--- config.mk ---
export PLATFORM = sky130hd
export DESIGN_NAME = ppds_cell
export DESIGN_NICKNAME = d
export VERILOG_FILES = /design/src/ppds_pkg.sv /design/src/ppds_cell.sv
export SDC_FILE = /design/constraint.sdc
export NUM_CORES = 1
export LEC_CHECK = 0
export ABC_AREA = 1
export BUFFER_PORTS_ARGS = -buffer_cell sky130_fd_sc_hd__buf_4
export CAP_MARGIN = 20
export CORE_ASPECT_RATIO = 2
export CORE_MARGIN = 1.5
export CORE_UTILIZATION = 56
export CTS_BUF_LIST = sky130_fd_sc_hd__clkbuf_8
export DETAILED_ROUTE_END_ITERATION = 10
export PLACE_DENSITY = 0.93
export SKIP_CTS_REPAIR_TIMING = 1
export SYNTH_ARGS = -nofsm -noshare
export SYNTH_HDL_FRONTEND = slang
export SYNTH_SLANG_ARGS = --single-unit
--- constraint.sdc ---
create_clock -name clock -period 7.4 [get_ports clock]
set_clock_uncertainty 0.05 [all_clocks]
set_input_delay 0.74 -clock clock [delete_from_list [all_inputs] [get_ports clock]]
set_output_delay 0.74 -clock clock [all_outputs]
set_load 0.01 [all_outputs]
--- src/ppds_pkg.sv ---
// Package for the pairwise point distance statistics block.
// Holds request/response payload types and the controller state type.
`timescale 1ns / 1ps
package ppds_pkg;
   localparam int CoordW = 24;
   localparam int DistW  = 25;
   localparam int PairW  = 11;

   typedef struct packed {
      logic signed [CoordW-1:0] x;
      logic signed [CoordW-1:0] y;
      logic signed [CoordW-1:0] z;
      logic                     last;
   } req_type;

   typedef struct packed {
      logic [DistW-1:0] mean_distance;
      logic [DistW-1:0] peak_distance;
      logic [PairW-1:0] pair_count;
      logic             no_pairs;
      logic             overflowed;
   } rsp_type;

   typedef enum logic [2:0] {
      ST_LOAD, ST_PAIRS, ST_DRAIN, ST_DIV, ST_OUT
   } state_type;
endpackage

--- src/ppds_cell.sv ---
// One cell of the root chain: a single bit step of the integer square root.
// Depends on ppds_pkg only through the house import.
`timescale 1ns / 1ps
module ppds_cell import ppds_pkg::*; #(
   parameter int W = 52,
   parameter int K = 0
) (
   input  logic         clock,
   input  logic         vld_i,
   input  logic [W-1:0] rem_i,
   input  logic [W-1:0] root_i,
   output logic         vld_o,
   output logic [W-1:0] rem_o,
   output logic [W-1:0] root_o,
   input  logic         reset
);
   localparam logic [W-1:0] Bit = W'(1) << (2*K);
   logic [W-1:0] rem_ff, root_ff, trial;
   logic         vld_ff;

   assign trial = root_i + Bit;

   // one restoring step, registered toward the next cell
   always_ff @(posedge clock) begin
      if (rem_i >= trial) begin
         rem_ff  <= rem_i - trial;
         root_ff <= (root_i >> 1) + Bit;
      end else begin
         rem_ff  <= rem_i;
         root_ff <= root_i >> 1;
      end
      if (reset) vld_ff <= 1'b0;
      else       vld_ff <= vld_i;
   end

   assign vld_o  = vld_ff;
   assign rem_o  = rem_ff;
   assign root_o = root_ff;
endmodule

==> flow_metrics.env, run 1 <==
export IMPL_syn_avg_cell_area_um2=5.77
export IMPL_grt_overflow_total=0
export IMPL_layout_cells_non_filler=2210
export IMPL_die_area_mm2=0.0194
export IMPL_slew_headroom_pct=21.2
export IMPL_drt_pass1_iter_count=6
export IMPL_routed_wl_um=43100
export IMPL_cp_end_kind="flip-flop"
export IMPL_drtIter0Drc=810
export IMPL_clkTransAtPathRegs_ps=120
export IMPL_cp_required_ps=7670
export IMPL_cts_tree="done"
export IMPL_placed_cell_area_mm2=0.0120
export IMPL_async_reset_ff_share_pct=0
export IMPL_boundaryPins=212
export IMPL_ys_types=39
export IMPL_maxCapViolCount=0
export IMPL_track_usage_pct=44.5
export IMPL_drcViolationCount=0
export IMPL_cts_htree_levels=3
export IMPL_outcome="finished, final reports clean"
export IMPL_synthCells=1795
export IMPL_coreArea_mm2=0.0182
export IMPL_period_share_pct=72.5
export IMPL_critical_path_class="primary input to flip-flop"
export IMPL_hp_class="primary input to flip-flop"
export IMPL_critPathArrivalTime_ps=5630
export IMPL_hp_start="reset"
export IMPL_synth_commonest_cells="650 x nand2_1, 333 x inv_1, 142 x nor2_1"
export IMPL_cts_max_path_buffers=2
export IMPL_setup_viol=0
export IMPL_antenna_cells=0
export IMPL_yosys_most_used_dff="dfxtp_1"
export IMPL_syn_cell_area_mm2=0.0104
export IMPL_synth_top_cell_area_share_pct=23.5
export IMPL_holdPathStages=2
export IMPL_syn2layout_area_growth_pct=17.9
export IMPL_drive_above_1_share_pct=13.3
export IMPL_antenna_found_initial=0
export IMPL_cts_sinks=105
export IMPL_maxSlewViolCount=0
export IMPL_cts_buffers=9
export IMPL_multi_input_area_mm2=0.00673
export IMPL_netlist_top_cells_area="nand2_1 24%, dfxtp_1 20%, inv_1 12%, xor2_1 9.8%, ha_1 6.5%"
export IMPL_p_total_w=0.00192
export IMPL_avgViaCountPerCell=5.51
export IMPL_num_vias=12200
export IMPL_initial_utilization_pct=56.9
export IMPL_post_dp_hpwl_um=35900
export IMPL_routedWlPerCell_um=19.5
export IMPL_synth_largest_area_cell="nand2_1"
export IMPL_cp_max_fo=78
export IMPL_grt_pass1_vias=12100
export IMPL_whs_ps=406
export IMPL_fin_setup_tns_ps=0
export IMPL_power_leakage_nw=6.82
export IMPL_fin_crit_ps=5360
export IMPL_hold_path_end="vld_o"
export IMPL_die_h_um=195
export IMPL_num_nets_final=2151
export IMPL_synth_most_common_cell="nand2_1"
export IMPL_p_per_area_mw_per_mm2=157
export IMPL_nFillCells=1747
export IMPL_clock_fmax_mhz=186
export IMPL_rsz0062_at_grt="no"
export IMPL_finalWeightedCongestion=1.13
export IMPL_yosys_register_bits=105
export IMPL_chipWidth_um=99.2
export IMPL_vdd_drop_max_v=0.000108
export IMPL_postLayoutCellArea_mm2=0.0122
export IMPL_rows=70
export IMPL_cts_root_buf="clkbuf_8"
export IMPL_timing_hold_violations_final=0
export IMPL_grt_pass1_wl_um=64400
export IMPL_yosysSeqAreaShare_pct=20.3
export IMPL_portBuffers=211
export IMPL_synth_edf_count=0
export IMPL_syn_num_nets=1957
export IMPL_worstSetupStartpointType="primary input"
export IMPL_placed_cells=2194
export IMPL_regArea_mm2=0.00210
export IMPL_grt_max_degree=79
export IMPL_ys_warn_count=0
export IMPL_detail_route_antenna_nets=0
export IMPL_tightest_slew_ps=1170
registers in the layout, indices dropped and copies added (netlist names):
| name | flops |
|---|---|
| root_o | 52 |
| vld_o | 1 |
| rem_o | 52 |
worst max path at each step:
| stage | from | end | depth (start not counted) |
|---|---|---|---|
| 2_1_floorplan | root_i[0] | root_o[39] | 18 |
| 3_3_place_gp | root_i[36] | rem_o[26] | 19 |
| 3_5_place_dp | root_i[0] | root_o[25] | 20 |
| 4_1_cts | root_i[0] | rem_o[26] | 20 |
| 5_1_grt | root_i[31] | rem_o[26] | 19 |
| 6_report | root_i[36] | rem_o[26] | 19 |
critical path, cell delays in order:
cell and delay, ps:
buf_4 150, nand4_1 130, or2_2 310, nor3b_1 900, nand3_1 530, xor2_1 430, ha_1 360, nand2_1 160
inv_2 50, nand2_1 60, nand2_1 50, a21oi_1 330, nand2_1 180, a21oi_4 180, nand3_4 310, buf_12 330
buf_12 220, nand2_1 80, o21ai_1 70
power breakdown:
group / switching [W] / leakage (nW) / internal [W] / total [W]
logic: 0.000518 / 5.83 / 0.000332 / 0.000851
clock network: 0.000243 / 0.0994 / 0.000130 / 0.000373
registers: 0.0000336 / 0.885 / 0.000659 / 0.000693
kinds of logic after synthesis:
family	synth area share (%)
flip-flops	20.3
XOR/XNOR	10.1
adder cells (fa/ha/maj)	6.71
buffers and inverters	14.8
AO/OA/AOI/OAI	6.01
AND/OR/NAND/NOR	42.1
routing by layer:
metal	GRT usage [%]	vias up	part of all wire (%)
met4	42.9	0	12
li1	-	5919	-
met2	78.1	603	50
met3	7.66	218	6.1
met1	42.3	5434	33
met5	0	-	0
stage by stage:
stage                     setup slack [ps]  util [%]
after floorplan                       3820         -
after global placement                2140      66.0
after detailed placement              2100      66.0
after CTS                             2530      67.1
after global routing                  1910      67.1
final                                 2040      67.1
layout make-up:
type,count,area share [%]
Timing Repair Buffer,218,13.6
Sequential cell,105,17.2
Tap cell,216,2.21
Inverter,338,10.4
Clock inverter,7,0.502
Clock buffer,9,1.01
Multi-Input combinational cell,1317,55.1
placed cells by master (no fill, tap or decap), drive strengths merged:
master | synthesis | layout
a21oi | 31 | 31
and2 | 7 | 7
buf | 19 | 218
clkbuf | 16 | 9
clkinv | 0 | 2
dfxtp | 105 | 105
fa | 1 | 1
ha | 54 | 54
inv | 338 | 343
nand2 | 654 | 654
nand3 | 87 | 87
nand3b | 15 | 15
nand4 | 70 | 70
nor2 | 150 | 150
nor3 | 27 | 27
nor3b | 3 | 3
nor4 | 5 | 5
o21a | 2 | 2
o21ai | 80 | 80
o21bai | 5 | 5
or2 | 6 | 6
xnor2 | 4 | 4
xor2 | 116 | 116
No activity file was read; power rests on OpenSTA's default activity.
==> run 2, diff against run 1 <==
- CORE_UTILIZATION: 56 -> 52
- PLACE_DENSITY: 0.93 -> 0.91
- clock period: 7.4 -> 4.4 ns (I/O delays scaled with it)
==> flow_metrics.env, run 2 (synthesis gave the netlist of run 1 again) <==
export IMPL_outcome="finished, final reports clean"
export IMPL_cp_required_ps=4700
export IMPL_whs_ps=83.4
export IMPL_seqPwrFrac_pct=35.0
export IMPL_rows=72
export IMPL_cts_buffers=9
export IMPL_postLayoutCellArea_mm2=0.0127
export IMPL_maxCapViolCount=0
export IMPL_fin_crit_ps=4070
export IMPL_clock_fmax_mhz=246
export IMPL_routed_wl_um=47300
export IMPL_avgViaCountPerCell=5.50
export IMPL_nFillCells=1923
export IMPL_grt_overflow_total=0
export IMPL_coreArea_mm2=0.0195
export IMPL_worstSetupStartpointType="primary input"
export IMPL_antenna_cells=0
export IMPL_post_route_util_pct=65.1
export IMPL_cts_sinks=105
export IMPL_track_usage_pct=46.1
export IMPL_mostFrequentLayoutCells="650 x nand2_1, 333 x inv_1, 255 x buf_4"
export IMPL_initial_utilization_pct=53.3
export IMPL_cp_num_buf_inv=3
export IMPL_cts_root_buf="clkbuf_8"
export IMPL_finalWeightedCongestion=1.15
export IMPL_fin_setup_tns_ps=0
export IMPL_tightest_slew_ps=1230
export IMPL_boundaryPins=212
export IMPL_syn2layout_area_growth_pct=22.2
export IMPL_rsz0062_at_grt="no"
export IMPL_num_nets_final=2195
export IMPL_setup_viol=0
export IMPL_drtIter0Drc=875
export IMPL_period_share_pct=92.5
export IMPL_num_vias=12600
export IMPL_cp_depth=22
export IMPL_cp_common_cell="nand2_1"
export IMPL_drcViolationCount=0
export IMPL_clockPowerShare_pct=19.5
export IMPL_drive_above_1_share_pct=15.2
export IMPL_die_area_mm2=0.0208
export IMPL_cp_end_kind="flip-flop"
export IMPL_holdPathStages=2
export IMPL_hp_class="primary input to flip-flop"
export IMPL_portBuffers=211
export IMPL_maxSlewViolCount=0
export IMPL_grt_pass1_vias=12600
export IMPL_die_h_um=203
export IMPL_p_per_area_mw_per_mm2=263
export IMPL_p_switching_w=0.00140
export IMPL_final_common_cell="nand2_1"
export IMPL_slowest_stage="nor2_1"
export IMPL_cts_max_path_buffers=2
export IMPL_combinationalPowerShare_pct=45.5
export IMPL_p_sw_share_pct=42.2
export IMPL_post_dp_hpwl_um=38500
export IMPL_critPathMaxStageDelay_ps=520
export IMPL_chipWidth_um=103
export IMPL_critical_path_class="primary input to flip-flop"
export IMPL_internal_power_w=0.00192
export IMPL_cts_htree_levels=3
export IMPL_critPathArrivalTime_ps=4370
export IMPL_detail_route_antenna_nets=0
export IMPL_critPathTopFamily="simple AND/OR/NAND/NOR gates"
export IMPL_path_cells="buf_4 > ha_1 > nand2_1 > nor2_1 > nand2_1 > nor3_1 > buf_4 > nand2_1 > nor2_1 > xor2_1 > ha_1 > nand2_1 > nor2_1 > inv_1 > nor2_1 > nand2_1 > nor2_1 > nand2_1 > nand3_1 > nand2_1 > nand3_1 > nand2_1"
export IMPL_placed_cell_area_mm2=0.0125
export IMPL_grt_pass1_wl_um=69400
export IMPL_routedWlPerCell_um=20.6
export IMPL_drt_pass1_iter_count=6
export IMPL_vdd_drop_max_v=0.000203
export IMPL_cp_max_fo=6
export IMPL_clkTransAtPathRegs_ps=120
export IMPL_cts_tree="done"
export IMPL_power_leakage_nw=7.06
export IMPL_antenna_found_initial=0
export IMPL_grt_max_degree=48
export IMPL_timing_hold_violations_final=0
export IMPL_slew_headroom_pct=17.6
run 2: per-layer routing:
metal / wire [µm] / global-route usage [%] / part of all wire (%) / vias up
met4: 6000 / 47.2 / 13 / 0
li1: - / - / - / 6002
met5: 0 / 0 / 0 / -
met2: 22500 / 77.2 / 48 / 732
met1: 14700 / 42.6 / 31 / 5597
met3: 4030 / 12.0 / 8.5 / 298
run 2: path summary, 6_finish.rpt:
path,start,to
setup / recovery,root_i[1],rem_o[43]
hold / removal,reset,vld_o
run 2: final cells by class:
cell class | count | area [µm²] | share of cell area [%]
inverters | 338 | 1270 | 10.0
clock inverters | 7 | 61.3 | 0.484
well taps | 259 | 324 | 2.56
clock buffers | 9 | 124 | 0.978
multi-input cells | 1317 | 6730 | 53.1
flip-flops and latches | 105 | 2100 | 16.6
repair buffers | 262 | 2050 | 16.2
run 2: stage by stage:
step / cells / total power [W] / worst slack (ps)
floorplan: 1795 / 0.00201 / 1120
global route: 2297 / 0.00349 / 127
finish: 2297 / 0.00333 / 332
detailed placement: 2281 / 0.00265 / 122
global placement: 2281 / 0.00263 / 38.8
CTS: 2297 / 0.00329 / 579
run 2: power by group through the flow:
stage	registers, W	logic (W)	clock network, W
6_report	0.00116	0.00151	0.000650
5_1_grt	0.00118	0.00163	0.000674
4_1_cts	0.00116	0.00148	0.000645
3_5_place_dp	0.00118	0.00147	0
3_3_place_gp	0.00118	0.00145	0
2_1_floorplan	0.00125	0.000753	0
